==> src/hw/rtl/chm_pkg.sv <==
package chm_pkg;

    localparam int POOL_ENTRIES = 1024;
    localparam int MAX_BUCKETS  = 1024;
    localparam int KEY_WORDS    = 8;
    localparam int WORD_W       = 64;
    localparam int CRC_W        = 32;
    localparam int ENTRY_W      = $clog2(POOL_ENTRIES) + 1;
    localparam int EIDX_W       = $clog2(POOL_ENTRIES);
    localparam int BUCKET_W     = $clog2(MAX_BUCKETS);
    localparam int BC_W         = 11;
    localparam int KIDX_W       = $clog2(KEY_WORDS);
    localparam int KADDR_W      = EIDX_W + KIDX_W;
    localparam int DIVCNT_W     = $clog2(CRC_W);
    localparam logic [ENTRY_W-1:0] EMPTY_MARK = ENTRY_W'(POOL_ENTRIES);
    localparam logic [CRC_W-1:0]   CRC32C_POLY = 32'h82F63B78;

    typedef enum logic [1:0] {
        CMD_INSERT = 2'd0,
        CMD_ERASE  = 2'd1,
        CMD_GET    = 2'd2,
        CMD_NONE   = 2'd3
    } cmd_t;

    typedef enum logic [1:0] {
        ST_OK    = 2'd0,
        ST_FOUND = 2'd1,
        ST_FULL  = 2'd2
    } status_t;

    typedef struct packed {
        cmd_t                                cmd;
        logic [WORD_W-1:0]                   value;
        logic [KEY_WORDS-1:0][WORD_W-1:0]    key;
        logic [BUCKET_W-1:0]                 bucket;
    } op_t;

    typedef struct packed {
        logic   valid;
        status_t status;
        logic [WORD_W-1:0] prior_value;
        logic   old_valid;
    } result_t;

    function automatic logic [CRC_W-1:0] crc_word(input logic [CRC_W-1:0] crc_in,
                                                  input logic [WORD_W-1:0] w);
        logic [CRC_W-1:0] c;
        c = crc_in;
        for (int b = 0; b < 8; b++)
        begin
            c = c ^ {24'd0, w[8*b +: 8]};
            for (int k = 0; k < 8; k++)
            begin
                c = (c >> 1) ^ (c[0] ? CRC32C_POLY : '0);
            end
        end
        return c;
    endfunction

endpackage

==> src/hw/rtl/chm_front.sv <==
module chm_front import chm_pkg::*; (
    input  logic                 clk,
    input  logic                 rst_n,
    input  logic                 start,
    input  logic [1:0]           command,
    input  logic [WORD_W-1:0]    key_word,
    input  logic                 key_last,
    input  logic [WORD_W-1:0]    value,
    input  logic [BC_W-1:0]      bucket_count,
    input  logic                 back_ready,
    input  logic                 q_full,
    output logic                 q_push,
    output op_t                  q_data,
    output logic                 busy
);
    typedef enum logic [3:0] {
        F_IDLE = 4'b0001,
        F_HASH = 4'b0010,
        F_DIV  = 4'b0100,
        F_PUSH = 4'b1000
    } fstate_t;

    fstate_t               state_reg, state_next;
    logic [KIDX_W-1:0]     wc_reg, wc_next;
    logic [KEY_WORDS-1:0]  kvalid_reg, kvalid_next;
    logic [WORD_W-1:0]     kbuf_reg [KEY_WORDS];
    logic [DIVCNT_W-1:0]   cnt_reg, cnt_next;
    logic [CRC_W-1:0]      crc_reg, crc_next;
    logic [BC_W-1:0]       rem_reg, rem_next;
    cmd_t                  cmd_reg;
    logic [WORD_W-1:0]     val_reg;
    logic                  accept;
    logic [KEY_WORDS-1:0][WORD_W-1:0] key_w;
    logic [BC_W-1:0]       rem_sh;

    assign busy   = (state_reg != F_IDLE) || !back_ready;
    assign accept = start && !busy;

    always_comb
    begin
        for (int i = 0; i < KEY_WORDS; i++)
        begin
            key_w[i] = kvalid_reg[i] ? kbuf_reg[i] : '0;
        end
    end

    assign rem_sh = {rem_reg[BC_W-2:0], crc_reg[CRC_W-1]};
    assign q_push = (state_reg == F_PUSH) && !q_full;
    assign q_data = '{cmd: cmd_reg, value: val_reg, key: key_w,
                      bucket: rem_reg[BUCKET_W-1:0]};

    always_comb
    begin
        state_next  = state_reg;
        wc_next     = wc_reg;
        kvalid_next = kvalid_reg;
        cnt_next    = cnt_reg;
        crc_next    = crc_reg;
        rem_next    = rem_reg;
        unique case (state_reg)
            F_IDLE:
            begin
                if (accept)
                begin
                    wc_next = wc_reg + 1'b1;
                    kvalid_next[wc_reg] = 1'b1;
                    if (key_last)
                    begin
                        state_next = F_HASH;
                        cnt_next   = '0;
                        crc_next   = '0;
                    end
                end
            end
            F_HASH:
            begin
                crc_next = crc_word(crc_reg, key_w[cnt_reg[KIDX_W-1:0]]);
                cnt_next = cnt_reg + 1'b1;
                if (cnt_reg[KIDX_W-1:0] == KIDX_W'(KEY_WORDS - 1))
                begin
                    state_next = F_DIV;
                    cnt_next   = '0;
                    rem_next   = '0;
                end
            end
            F_DIV:
            begin
                rem_next = (rem_sh >= bucket_count) ? rem_sh - bucket_count : rem_sh;
                crc_next = {crc_reg[CRC_W-2:0], 1'b0};
                cnt_next = cnt_reg + 1'b1;
                if (cnt_reg == DIVCNT_W'(CRC_W - 1))
                begin
                    state_next = F_PUSH;
                end
            end
            F_PUSH:
            begin
                if (!q_full)
                begin
                    state_next  = F_IDLE;
                    wc_next     = '0;
                    kvalid_next = '0;
                end
            end
            default: state_next = F_IDLE;
        endcase
    end

    always_ff @(posedge clk or negedge rst_n)
    begin
        if (!rst_n)
        begin
            state_reg  <= F_IDLE;
            wc_reg     <= '0;
            kvalid_reg <= '0;
            cnt_reg    <= '0;
        end
        else
        begin
            state_reg  <= state_next;
            wc_reg     <= wc_next;
            kvalid_reg <= kvalid_next;
            cnt_reg    <= cnt_next;
        end
    end

    always_ff @(posedge clk)
    begin
        crc_reg <= crc_next;
        rem_reg <= rem_next;
        if (accept)
        begin
            kbuf_reg[wc_reg] <= key_word;
            if (key_last)
            begin
                cmd_reg <= cmd_t'(command);
                val_reg <= value;
            end
        end
    end
endmodule

==> config.mk <==
export PLATFORM = sky130hd
export DESIGN_NAME = chm_front
export DESIGN_NICKNAME = d
export VERILOG_FILES = /design/src/hw/rtl/chm_pkg.sv /design/src/hw/rtl/chm_front.sv
export SDC_FILE = /design/constraint.sdc
export NUM_CORES = 1
export LEC_CHECK = 0
export BUFFER_PORTS_ARGS = -buffer_cell sky130_fd_sc_hd__buf_2
export CAP_MARGIN = 20
export CORE_AREA = 2 2 285 287
export CTS_CLUSTER_DIAMETER = 60
export DETAILED_ROUTE_END_ITERATION = 12
export DIE_AREA = 0 0 287 289
export GPL_TIMING_DRIVEN = 0
export HOLD_SLACK_MARGIN = 0.1
export PLACE_DENSITY = 0.69
export SYNTH_ARGS = -nofsm -noshare
export SYNTH_HDL_FRONTEND = slang
export SYNTH_SLANG_ARGS = --single-unit
export TNS_END_PERCENT = 30
==> constraint.sdc <==
create_clock -name clk -period 20.9 [get_ports clk]
set_clock_uncertainty 0.2 [all_clocks]
set_input_delay 0 -clock clk [delete_from_list [all_inputs] [get_ports clk]]
set_output_delay 0 -clock clk [all_outputs]
set_load 0.1 [all_outputs]
==> flow_summary.json <==
{
  "outcome": "complete, no violations",
  "grt_pass1_vias": 27410,
  "globalRouteOverflowTotal": 0,
  "synth_cells": 2455,
  "hpwlAfterDp_um": 106800,
  "final_nets": 3771,
  "ys_dominant_reg_cell": "edfxtp_1",
  "drive_gt1_share_pct": 32.08,
  "clockRootBuffer": "clkbuf_16",
  "place_congestion": 0.9640,
  "drt-initial-drc-count": 3063,
  "num_vias": 27240,
  "syn_area_sq_um": 37320,
  "finalCritPeriodShare_pct": 57.89,
  "ys_seq_elements": 640,
  "vias_per_cell": 5.759,
  "setup-tns-final_ps": 0,
  "htree_levels": 3,
  "max_cap_violations": 0,
  "tritoncts": "done",
  "clock_path_buffers": 3,
  "critPathKind": "register to register",
  "clk_pin_slew_ps": 60,
  "clk_latency_ps": 650,
  "numPortBuffers": 736,
  "finalWirelength_um": 141100,
  "grt_antenna_before_repair": 15,
  "initial_utilization_pct": 46.72,
  "grt_pass1_wl_um": 196900,
  "final_antenna_net_count": 0,
  "worst_pin_slew_ps": 1224,
  "final_common_cell": "buf_2",
  "seq_area_frac_synth_pct": 51.23,
  "grt_max_degree": 35,
  "rsz0062_at_grt": "false",
  "clock_sinks": 640,
  "final_cell_mix": "759 x buf_2, 620 x edfxtp_1, 502 x and2_1",
  "dr.pass1.iters": 6,
  "die_h_um": 289,
  "wire_per_inst_um": 29.83,
  "die_w_um": 287,
  "syn_area_per_cell_sq_um": 15.20,
  "min_period_ps": 12100,
  "critPathMaxFanout": 10,
  "post-cts-setup-buffers": 0,
  "cts_buffers": 73,
  "fillers": 6190,
  "worstSetupStartpointType": "register",
  "rows": 104,
  "pin_count": 737,
  "critPathCaptureType": "register",
  "drc": 0,
  "required_ps": 21050,
  "areaGrowthSynthToFinish_pct": 29.80,
  "hold_class": "input pin to register",
  "largest_reg_flops": 512,
  "r2r_slack_ps": 8800,
  "track_usage_pct": 33.22,
  "synth-edff-count": 620,
  "synth_nets": 2618,
  "maxClockFrequency_ghz": 0.08265,
  "finalSetupViolations": 0,
  "hold_violations": 0,
  "slew_headroom_pct": 18.42,
  "cp.arrival_ps": 12250,
  "netlist-cell-type-count": 59,
  "core-area_sq_um": 79900,
  "slew_viol_final": 0,
  "die_area_sq_um": 82940,
  "yosysWarnings": 0,
  "async_flop_share_pct": 3.125
}
-- worst max-delay path, cell delays in order, from the launching register on --
cell and delay (ps):
dfrtp_1 550, buf_4 270, buf_2 230, inv_1 280
buf_1 880, mux2_2 480, xor2_1 420, xnor3_1 410
xnor3_1 570, xnor3_1 450, xor2_2 640, xor3_1 520
xnor2_2 550, xnor3_1 480, xor2_1 180, xnor3_1 540
xor2_1 370, xnor2_1 200, xor3_1 560, xnor2_2 490
xnor3_1 500, xnor2_1 540, xnor3_2 590, xnor3_2 480
xor2_1 280, o21ai_1 100
-- through the flow --
| stage | setup WS [ps] | instances | util (%) | hold WS [ps] | instance area (sq um) |
|---|---|---|---|---|---|
| after global routing | 8538 | 4727 | 60.62 | 106.9 | 48440 |
| after global placement | 5319 | 4251 | 52.99 | -234.4 | 42330 |
| after CTS | 8890 | 4722 | 60.59 | 101.0 | 48410 |
| final | 8801 | 4731 | 60.64 | 140.2 | 48450 |
| after floorplan | 10920 | 2455 | - | -495.6 | 37320 |
| after detailed placement | 8954 | 4310 | 53.97 | -204.8 | 43120 |
-- metal layers --
layer | share of wire (%) | track usage [%]
met1 | 36 | 41.65
met2 | 48 | 54.57
met3 | 9.7 | 7.551
met4 | 6.2 | 16.43
met5 | 0.021 | 0
-- area by class of cell --
cell class	count	area, sq um	share of cell area (%)
diodes	8	20.02	0.04132
plain buffers	113	509.2	1.051
clock buffers	91	1916	3.954
clock inverters	39	551.8	1.139
inverters	33	123.9	0.2557
multi-input cells	1669	17620	36.37
flip-flops and latches	640	19120	39.47
well taps	1060	1326	2.738
repair buffers	1078	7259	14.98
-- synthesized netlist by cell type (6+ instances only) --
library cell / count / area share, %
a211oi_1: 21 / 0.42
o22ai_1: 10 / 0.17
nor2_1: 34 / 0.34
o221ai_1: 10 / 0.23
mux2i_1: 11 / 0.30
xor3_1: 22 / 1.4
clkbuf_1: 72 / 0.72
dfrtp_1: 19 / 1.3
buf_6: 6 / 0.18
mux4_2: 104 / 6.3
mux2_2: 48 / 1.4
xnor2_2: 28 / 1.2
xnor2_4: 15 / 1.1
xnor3_2: 16 / 1.0
edfxtp_1: 620 / 50
nand2_1: 49 / 0.49
o21ai_1: 9 / 0.12
o32a_1: 9 / 0.24
a21o_1: 9 / 0.18
inv_1: 32 / 0.32
nor2b_1: 8 / 0.13
a22o_1: 11 / 0.26
and3b_1: 18 / 0.42
o21ai_0: 28 / 0.38
xor2_1: 117 / 2.7
xnor3_1: 147 / 8.9
xnor2_1: 359 / 8.4
buf_2: 23 / 0.31
and2_1: 502 / 8.4
ha_1: 15 / 0.50
a21oi_1: 9 / 0.12
buf_1: 9 / 0.091
xor2_2: 9 / 0.39
-- repair_timing --
item,in CTS,in global routing
hold buffers,282,0
gates resized for setup,0,0
endpoints found under the hold margin,700,0
-- final timing paths --
check / depth (start not counted) / end / startpoint
worst max-delay path: 25 / crc_reg[9]$_DFFE_PP_ / cnt_reg[1]$_DFFE_PN0P_
worst min-delay path: 2 / kbuf_reg[7][25]$_DFFE_PP_ / key_word[25]
worst max register to register: 25 / crc_reg[9]$_DFFE_PP_ / cnt_reg[1]$_DFFE_PN0P_
worst min register to register: 1 / state_reg[3]$_DFFE_PN0P_ / state_reg[1]$_DFFE_PN0P_
max in group asynchronous: 3 / wc_reg[1]$_DFFE_PN0P_ / rst_n
min in group asynchronous: 3 / kvalid_reg[6]$_DFFE_PN0P_ / rst_n
-- logic make-up (layout without fill, tap and decap cells) --
logic type	after synthesis	in the layout	synth area share [%]
other	0	8	0
AND/OR/NAND/NOR	636	636	10.22
buffers and inverters	146	1354	1.696
XOR/XNOR	721	721	25.75
adder cells (fa/ha/maj)	16	16	0.5565
multiplexers	164	164	8.059
flip-flops	640	640	51.23
AO/OA/AOI/OAI	132	132	2.497
Power is left out: the tool's default activity adds up to more than one toggle a clock period on the data nets, which glitch-free logic cannot reach.
