File: config.mk
export PLATFORM = sky130hd
export DESIGN_NAME = chm_queue
export DESIGN_NICKNAME = d
export VERILOG_FILES = /design/src/hw/rtl/chm_pkg.sv /design/src/hw/rtl/chm_queue.sv
export SDC_FILE = /design/constraint.sdc
export NUM_CORES = 1
export LEC_CHECK = 0
export BUFFER_PORTS_ARGS = -buffer_cell sky130_fd_sc_hd__buf_4
export CORE_AREA = 2 2 458 460
export CTS_CLUSTER_DIAMETER = 80
export DETAILED_ROUTE_END_ITERATION = 10
export DIE_AREA = 0 0 460 462
export GPL_ROUTABILITY_DRIVEN = 0
export MAX_ROUTING_LAYER = met4
export SLEW_MARGIN = 20
export SYNTH_ARGS = -nofsm -noshare
export SYNTH_HDL_FRONTEND = slang
export SYNTH_SLANG_ARGS = --single-unit
File: constraint.sdc
create_clock -name clk -period 29.5 [get_ports clk]
set_input_delay 1.475 -clock clk [delete_from_list [all_inputs] [get_ports clk]]
set_output_delay 1.475 -clock clk [all_outputs]
set_load 0.01 [all_outputs]
File: src/hw/rtl/chm_pkg.sv
package chm_pkg;

    localparam int POOL_ENTRIES = 1024;
    localparam int MAX_BUCKETS  = 1024;
    localparam int KEY_WORDS    = 8;
    localparam int WORD_W       = 64;
    localparam int CRC_W        = 32;
    localparam int ENTRY_W      = $clog2(POOL_ENTRIES) + 1;
    localparam int EIDX_W       = $clog2(POOL_ENTRIES);
    localparam int BUCKET_W     = $clog2(MAX_BUCKETS);
    localparam int BC_W         = 11;
    localparam int KIDX_W       = $clog2(KEY_WORDS);
    localparam int KADDR_W      = EIDX_W + KIDX_W;
    localparam int DIVCNT_W     = $clog2(CRC_W);
    localparam logic [ENTRY_W-1:0] EMPTY_MARK = ENTRY_W'(POOL_ENTRIES);
    localparam logic [CRC_W-1:0]   CRC32C_POLY = 32'h82F63B78;

    typedef enum logic [1:0] {
        CMD_INSERT = 2'd0,
        CMD_ERASE  = 2'd1,
        CMD_GET    = 2'd2,
        CMD_NONE   = 2'd3
    } cmd_t;

    typedef enum logic [1:0] {
        ST_OK    = 2'd0,
        ST_FOUND = 2'd1,
        ST_FULL  = 2'd2
    } status_t;

    typedef struct packed {
        cmd_t                                cmd;
        logic [WORD_W-1:0]                   value;
        logic [KEY_WORDS-1:0][WORD_W-1:0]    key;
        logic [BUCKET_W-1:0]                 bucket;
    } op_t;

    typedef struct packed {
        logic   valid;
        status_t status;
        logic [WORD_W-1:0] prior_value;
        logic   old_valid;
    } result_t;

    function automatic logic [CRC_W-1:0] crc_word(input logic [CRC_W-1:0] crc_in,
                                                  input logic [WORD_W-1:0] w);
        logic [CRC_W-1:0] c;
        c = crc_in;
        for (int b = 0; b < 8; b++)
        begin
            c = c ^ {24'd0, w[8*b +: 8]};
            for (int k = 0; k < 8; k++)
            begin
                c = (c >> 1) ^ (c[0] ? CRC32C_POLY : '0);
            end
        end
        return c;
    endfunction

endpackage

File: src/hw/rtl/chm_queue.sv
module chm_queue import chm_pkg::*; (
    input  logic clk,
    input  logic rst_n,
    input  logic push,
    input  op_t  push_data,
    input  logic pop,
    output op_t  pop_data,
    output logic full,
    output logic empty
);
    logic [1:0] count_reg, count_next;
    logic       rd_reg, wr_reg;
    op_t        mem_reg [2];

    assign full     = count_reg == 2'd2;
    assign empty    = count_reg == 2'd0;
    assign pop_data = mem_reg[rd_reg];

    always_comb
    begin
        count_next = count_reg;
        if (push && !pop)
        begin
            count_next = count_reg + 2'd1;
        end
        else if (pop && !push)
        begin
            count_next = count_reg - 2'd1;
        end
    end

    always_ff @(posedge clk or negedge rst_n)
    begin
        if (!rst_n)
        begin
            count_reg <= '0;
            rd_reg    <= 1'b0;
            wr_reg    <= 1'b0;
        end
        else
        begin
            count_reg <= count_next;
            if (push)
            begin
                wr_reg <= !wr_reg;
            end
            if (pop)
            begin
                rd_reg <= !rd_reg;
            end
        end
    end

    always_ff @(posedge clk)
    begin
        if (push)
        begin
            mem_reg[wr_reg] <= push_data;
        end
    end
endmodule

==> results.json, run 1 <==
{
  "grt_max_degree": 152,
  "final.period_utilization_pct": 23.6,
  "rows": 168,
  "tns_ns": 0,
  "clk_path_buf_depth": 3,
  "synth.cell_area_sq_mm": 0.0438,
  "max-slew-margin-rel_pct": 22.9,
  "cts_buffers": 134,
  "cts_htree_levels": 4,
  "finalCriticalPeriod_ns": 6.98,
  "path_clk_slew_ns": 0.06,
  "largest_reg_flops": 1176,
  "synth_cell_types": 14,
  "grt_pass1_vias": 23200,
  "dp.final_hpwl_microns": 110000,
  "grt_usage_pct": 13.3,
  "grt_first_pass_wirelength_microns": 188000,
  "cts.sinks": 1180,
  "powerDensity_mw_per_mm2": 97.9,
  "utilization_pct": 29.0,
  "cts-root-buf": "clkbuf_16",
  "worstPathMaxFanout": 54,
  "drtPass1Iterations": 5,
  "via_per_inst": 3.85,
  "synth_nets": 2439,
  "layout-drive-gt1-share_pct": 61.6,
  "io_buffers": 1181,
  "syn_area_per_cell_sq_um": 23.8,
  "slew_violations": 0,
  "die_w_microns": 460,
  "antenna_found_initial": 81,
  "final_nets": 3713,
  "cp.required_ns": 28.02,
  "ant_nets": 0,
  "hold_class": "input port to asynchronous set/reset pin",
  "synth_cells": 1846,
  "coreArea_sq_mm": 0.208,
  "area_growth_pct": 37.5,
  "cts.repair.resized": 0,
  "num_vias": 23000,
  "worst_slew_pin_slew_ns": 1.16,
  "cts_tree": "done",
  "crit_arrival_ns": 5.50,
  "postCtsSetupRepairBufs": 0,
  "setup_viol": 0,
  "drtIter0Drc": 1703,
  "crit_type": "flop to primary output",
  "dieArea_sq_mm": 0.213,
  "ys_seq_area_share_pct": 80.8,
  "skew_ns": 0.0170,
  "overflow": 0,
  "yosysWarnings": 0,
  "status": "completed",
  "avgRoutedWirePerCell_microns": 24.1,
  "wl_microns": 144000,
  "cp-end-kind": "primary output",
  "die_y_microns": 462,
  "hold_buffers": 0,
  "rsz0062_at_grt": "false",
  "drcViolationCount": 0,
  "cap_violations": 0,
  "initial_utilization_pct": 21.1,
  "start_kind": "flop",
  "fmax_mhz": 143,
  "hold_violations": 0,
  "leakage_nw": 22.7,
  "clk_latency_ns": 0.77,
  "ios": 1182,
  "ff2ff_setup_slack_ns": 25.52,
  "ir_worst_vdd_mv": 0.0699,
  "synth_seq_cells": 1180
}
metal layers:
metal | GRT usage (%) | vias to the layer above | wire length (microns)
li1 | - | 10000 | -
met5 | - | - | 0
met2 | 21.4 | 1163 | 69900
met1 | 14.4 | 11600 | 53800
met4 | 4.20 | 0 | 4000
met3 | 6.11 | 250 | 16400
final timing paths:
kind,cells after the start,from,to
worst max-delay path,6,rd_reg,pop_data[470]
min in group clk,1,count_reg[1],count_reg[1]
worst max register to register,4,wr_reg,mem_reg[1][553]
max in group asynchronous,1,rst_n,rd_reg
worst min-delay path,1,rst_n,count_reg[1]
worst min register to register,1,count_reg[1],count_reg[1]
metrics by stage:
| step | cells | hold WS (ns) | cell area (sq um) | power, mW | setup WS (ns) |
|---|---|---|---|---|---|
| after floorplan | 1846 | 0.455 | 43800 | 3.70 | 1.20 |
| after global placement | 5704 | 0.474 | 55800 | 4.30 | 23.32 |
| after detailed placement | 5704 | 0.499 | 55800 | 4.31 | 23.24 |
| after CTS | 5945 | 0.396 | 60200 | 6.00 | 22.34 |
| after global routing | 5976 | 0.423 | 60300 | 6.15 | 22.19 |
| final | 5981 | 0.502 | 60300 | 5.90 | 22.52 |
logic make-up (layout without fill, tap and decap cells):
group / count (synthesis) / in the layout / synth area share, %
buffers and inverters: 67 / 1446 / 1.37
and+or+nand+nor: 5 / 5 / 0.0599
muxes: 588 / 588 / 17.7
adders and majority gates: 1 / 1 / 0.0285
xor gates and xnor gates: 5 / 5 / 0.0999
other: 0 / 36 / 0
DFF: 1180 / 1180 / 80.8
cell usage in the layout (no fill, tap or decap), types with 4 or more instances in the layout:
cell type	netlist	final
inv_6	0	5
buf_12	0	6
clkbuf_16	0	136
mux2_4	300	300
clkinv_1	0	18
clkinv_2	0	20
clkinv_8	0	5
mux2_2	288	288
diode_2	0	36
xor2_1	4	4
buf_4	21	1198
edfxtp_1	1176	1176
clkbuf_1	0	31
bufinv_16	0	13
worst max-delay path: stages, from the launching register on:
cell and delay (ns):
dfrtp_4 1.00, buf_4 0.79, buf_4 0.78, buf_4 0.65, buf_4 0.77, mux2_4 0.36, buf_4 0.14
report_power, final:
| group | total (mW) | switching [mW] | internal, mW |
|---|---|---|---|
| clock network | 1.66 | 0.690 | 0.972 |
| registers | 2.31 | 0.0869 | 2.23 |
| logic | 1.92 | 0.967 | 0.957 |
cell type report:
class                      instances  area (sq um)
fill                           20600        148000
sequential                      1180         35400
timing repair buffer            1204          9110
multi-input combinational        599          7840
clock buffer                     167          3520
tap                             2720          3400
clock inverter                    74           875
antenna                           36          90.1
inverter                           1          3.75
synthesized netlist by cell type, drive strengths merged:
cell type	n	area share, %
and2	1	0.014
xor2	4	0.080
dfrtp	4	0.23
ha	1	0.029
inv	1	0.0086
edfxtp	1176	81
nor2b	2	0.029
xnor2	1	0.020
buf	66	1.4
nor2	2	0.017
mux2	588	18
Power figures use the tool's default switching activity.
==> inputs of run 2 (changes only) <==
==> constraint.sdc (replaced) <==
create_clock -name clk -period 5.7 [get_ports clk]
set_input_delay 0.285 -clock clk [delete_from_list [all_inputs] [get_ports clk]]
set_output_delay 0.285 -clock clk [all_outputs]
set_load 0.01 [all_outputs]
==> run 2 against run 1 <==
Net effect: hold slack got worse by 0.33 ns; largest power group unchanged; critical endpoint is now pop_data[73]; highest routed layer unchanged; power rose to 5.2 times the previous value; sequential share of layout area fell by 5.5 points.
==> results.json, run 2 (same netlist as run 1, synthesis figures left out) <==
{
  "cp-end-kind": "primary output",
  "die_w_microns": 460,
  "grt_pass1_vias": 26300,
  "area_growth_pct": 51.6,
  "leakage_nw": 25.3,
  "cts-root-buf": "clkbuf_16",
  "cts_buffers": 133,
  "cts_htree_levels": 4,
  "hold_violations": 0,
  "coreArea_sq_mm": 0.208,
  "finalCriticalPeriod_ns": 3.44,
  "worst_slew_pin_slew_ns": 1.15,
  "final_nets": 4350,
  "ant_nets": 0,
  "layout-drive-gt1-share_pct": 52.5,
  "cts_tree": "done",
  "fmax_mhz": 290,
  "path_clk_slew_ns": 0.05,
  "cap_violations": 0,
  "regArea_sq_mm": 0.0354,
  "overflow": 0,
  "max-slew-margin-rel_pct": 23.3,
  "setup_slack_ns": 2.26,
  "dieArea_sq_mm": 0.213,
  "final.period_utilization_pct": 60.4,
  "grt_max_degree": 130,
  "drtPass1Iterations": 5,
  "clk_path_buf_depth": 3,
  "rsz0062_at_grt": "false",
  "dpl-instance-area_sq_mm": 0.0562,
  "hold_ws_ns": 0.174,
  "instances_no_fill": 6641,
  "crit_arrival_ns": 3.16,
  "utilization_pct": 31.9,
  "status": "completed",
  "clk_latency_ns": 0.78,
  "postCtsSetupRepairBufs": 0,
  "drtIter0Drc": 1802,
  "ios": 1182,
  "numPlacedInstances": 5751,
  "grt_usage_pct": 13.8,
  "rows": 168,
  "multi_input_area_sq_mm": 0.00784,
  "wl_microns": 150000,
  "dp.final_hpwl_microns": 113000,
  "powerDensity_mw_per_mm2": 465,
  "largest_reg_flops": 1176,
  "die_y_microns": 462,
  "crit_type": "flop to primary output",
  "io_buffers": 1181,
  "ir_worst_vdd_mv": 0.331,
  "tns_ns": 0,
  "place_ws_ns": 3.03,
  "via_per_inst": 3.82,
  "initial_utilization_pct": 21.1,
  "power_mw": 30.9,
  "slew_violations": 0,
  "cp.required_ns": 5.41,
  "antenna_found_initial": 88,
  "drcViolationCount": 0,
  "design_area_sq_mm": 0.0665,
  "final.fill_count": 20100,
  "cts.sinks": 1180,
  "avgRoutedWirePerCell_microns": 22.6,
  "skew_ns": 0.0231,
  "setup_viol": 0,
  "final_common_cell": "buf_4",
  "start_kind": "flop",
  "grt_first_pass_wirelength_microns": 198000,
  "worstPathMaxFanout": 76,
  "final_cell_mix": "buf_4 (1242), edfxtp_1 (1176), dlygate4sd3_1 (591)",
  "num_vias": 25400,
  "hold_class": "input port to asynchronous set/reset pin"
}
run 2: changes by cell type in the layout (fill, tap and decap cells not counted):
cell           before   now
dlygate4sd3_1       0   591
bufinv_16          13     7
clkinv_8            5     3
clkinv_1           18    26
clkinvlp_4          3     2
clkinv_2           20    21
buf_12              6     9
buf_4            1198  1242
clkinv_4            3     0
clkinv_16           2     3
diode_2            36    56
inv_6               5     9
run 2: worst paths after layout:
path	startpoint	to	slack (ns)	depth (start not counted)
setup / recovery	rd_reg	pop_data[73]	2.26	4
hold / removal	rst_n	wr_reg	0.17	2
setup reg to reg	wr_reg	mem_reg[0][128]	3.18	3
hold reg to reg	count_reg[1]	count_reg[1]	0.51	1
max in group asynchronous	rst_n	rd_reg	5.40	2
min in group clk	push_data[202]	mem_reg[0][202]	0.23	2
run 2: timing repair:
action                                 4_1_cts  5_1_grt
endpoints found under the hold margin     1184        0
gates resized for setup                      0        0
hold buffers                               591        0
run 2: routing by layer:
metal | track usage [%] | vias to the layer above | part of all wire (%) | wire, microns
li1 | - | 11300 | - | -
met1 | 14.6 | 12600 | 38 | 56500
met2 | 22.2 | 1185 | 49 | 72700
met3 | 6.35 | 246 | 10 | 15600
met4 | 5.67 | 0 | 3.3 | 5000
met5 | - | - | 0 | 0
run 2: worst max-delay path: stages (launching register included):
cell and delay (ns):
dfrtp_4 0.79, buf_12 0.30, buf_12 0.38, mux2_2 0.43
buf_4 0.15
run 2: layout make-up:
class                           instances  area share (%)
Multi-Input combinational cell        599            11.8
Inverter                                1         0.00565
Tap cell                             2720            5.12
Timing Repair Buffer                 1842            23.2
Clock buffer                          167            5.29
Clock inverter                         76            1.10
Sequential cell                      1180            53.3
Antenna cell                           56           0.211
run 2: report_power, final:
group / switching, mW / total, mW / internal, mW
Clock: 3.54 / 8.30 / 4.76
Combinational: 5.32 / 10.7 / 5.36
Sequential: 0.462 / 12.0 / 11.5
Total: 9.32 / 30.9 / 21.6
==> inputs of run 3 (changes only) <==
==> constraint.sdc (replaced) <==
create_clock -name clk -period 3.3 [get_ports clk]
set_input_delay 0.165 -clock clk [delete_from_list [all_inputs] [get_ports clk]]
set_output_delay 0.165 -clock clk [all_outputs]
set_load 0.01 [all_outputs]
==> run 3 against run 2 <==
Net effect: critical path depth unchanged; flip-flop and latch count unchanged; design area up 0.26%; power up 75%; critical endpoint is now pop_data[197]; largest cell class unchanged.
==> results.json, run 3 (same netlist as run 1, synthesis figures left out) <==
{
  "drtPass1Iterations": 5,
  "drcViolationCount": 0,
  "crit_path_top_delay_cell": "dfrtp_4",
  "cp.required_ns": 3.13,
  "crit_type": "flop to primary output",
  "cp_top_family": "buffers and inverters",
  "cp-end-kind": "primary output",
  "ant_nets": 0,
  "ff2ff_setup_slack_ns": 1.21,
  "die_y_microns": 462,
  "slew_violations": 0,
  "num_vias": 25500,
  "powerDensity_mw_per_mm2": 811,
  "die_w_microns": 460,
  "tns_ns": 0,
  "multi_input_area_sq_mm": 0.00784,
  "setup_viol": 0,
  "status": "completed",
  "cp.depth": 4,
  "io_buffers": 1181,
  "ff2ff_path_depth": 3,
  "grt_pass1_vias": 26400,
  "worst_slew_pin_slew_ns": 0.771,
  "regArea_sq_mm": 0.0354,
  "final_cell_mix": "buf_4 (1230), edfxtp_1 (1176), dlygate4sd3_1 (592)",
  "rows": 168,
  "dp.final_hpwl_microns": 111000,
  "grt_first_pass_wirelength_microns": 197000,
  "r2r_start": "rd_reg",
  "numPlacedInstances": 5750,
  "design_area_sq_mm": 0.0666,
  "cpPeakStageDelay_ns": 0.59,
  "instances_no_fill": 6617,
  "cts_tree": "done",
  "largest_reg_flops": 1176,
  "via_per_inst": 3.85,
  "max-slew-margin-rel_pct": 48.6,
  "coreArea_sq_mm": 0.208,
  "fmax_mhz": 349,
  "leakage_nw": 25.4,
  "cap_violations": 0,
  "clk_path_buf_depth": 3,
  "wl_microns": 148000,
  "cts.sinks": 1180,
  "final_common_cell": "buf_4",
  "grt_max_degree": 112,
  "cts_htree_levels": 4,
  "path_clk_slew_ns": 0.06,
  "cts_buffers": 134,
  "power_mw": 54.0,
  "r2r-end": "rd_reg",
  "skew_ns": 0.0195,
  "layout-drive-gt1-share_pct": 52.5,
  "hold_class": "input port to flop",
  "area_growth_pct": 52.0,
  "crit_chain": "buf_12, buf_4, mux2_2, buf_4",
  "grt_usage_pct": 13.6,
  "hold_ws_ns": 0.115,
  "hold_path_depth": 2,
  "hold_start": "push_data[169]",
  "clk_latency_ns": 0.77,
  "ios": 1182,
  "hold_violations": 0,
  "postCtsSetupRepairBufs": 0,
  "cts-root-buf": "clkbuf_16",
  "final_nets": 4351,
  "dpl-instance-area_sq_mm": 0.0563,
  "finalCriticalPeriod_ns": 2.87,
  "final.fill_count": 20000,
  "avgRoutedWirePerCell_microns": 22.3,
  "dieArea_sq_mm": 0.213,
  "overflow": 0,
  "crit_arrival_ns": 2.70,
  "initial_utilization_pct": 21.1,
  "drtIter0Drc": 1986,
  "final.period_utilization_pct": 86.9,
  "ir_worst_vdd_mv": 0.596,
  "antenna_found_initial": 57,
  "worstPathMaxFanout": 29,
  "cp_common_cell": "buf_4",
  "rsz0062_at_grt": "false",
  "min_to": "mem_reg[1][169]",
  "critPathBufInv": 3,
  "start_kind": "flop"
}
## run 3: cell types whose count changed in the layout (fill, tap and decap cells not counted), moves of 4 or more
cell	before	now
clkinv_2	21	12
diode_2	56	39
buf_4	1242	1230
clkinvlp_4	2	6
buf_12	9	20
clkinv_1	26	22
## run 3: routing by layer
metal / global-route usage (%) / wire (microns)
met1: 15.2 / 56600
met2: 21.8 / 70900
met3: 5.76 / 16000
met4: 4.38 / 4260
met5: - / 0
## run 3: area by class of cell
cell class | instances | share of cell area, %
diodes | 39 | 0.146
well taps | 2720 | 5.11
repair buffers | 1842 | 23.3
clock buffers | 166 | 5.31
clock inverters | 70 | 1.18
flip-flops and latches | 1180 | 53.1
inverters | 1 | 0.00563
multi-input cells | 599 | 11.8
## run 3: worst register-to-register path, stage by stage (launching register included)
cell and delay [ns]:
dfrtp_4 0.59, buf_12 0.24, buf_4 0.53, xor2_1 0.55
## run 3: timing repair
action | 4_1_cts | 5_1_grt
hold buffers | 592 | 0
endpoints found under the setup margin | 0 | 0
resized for setup | 0 | 0
hold endpoints to repair | 1234 | 0
## run 3: where the power goes
part           leakage [nW]  switching [mW]  total [mW]  internal [mW]
clock                  2.08            6.18        14.7           8.49
combinational          12.2            9.40        18.8           9.37
sequential             11.1           0.724        20.6           19.9
total                  25.4            16.3        54.0           37.7
## run 3: worst max path at each step
| stage | start | endpoint | slack (ns) |
|---|---|---|---|
| floorplan | wr_reg | mem_reg[0][0] | -6.27 |
| global placement | rd_reg | rd_reg | 0.96 |
| detailed placement | rd_reg | rd_reg | 0.94 |
| CTS | rd_reg | pop_data[264] | 0.30 |
| global route | rd_reg | pop_data[251] | 0.28 |
| finish | rd_reg | pop_data[197] | 0.43 |
## run 3: metrics by stage
stage               worst slack, ns  utilization (%)
global route                  0.276             32.0
CTS                           0.303             32.0
floorplan                     -6.27                -
detailed placement            0.944             27.1
global placement              0.959             27.1
finish                        0.431             32.0
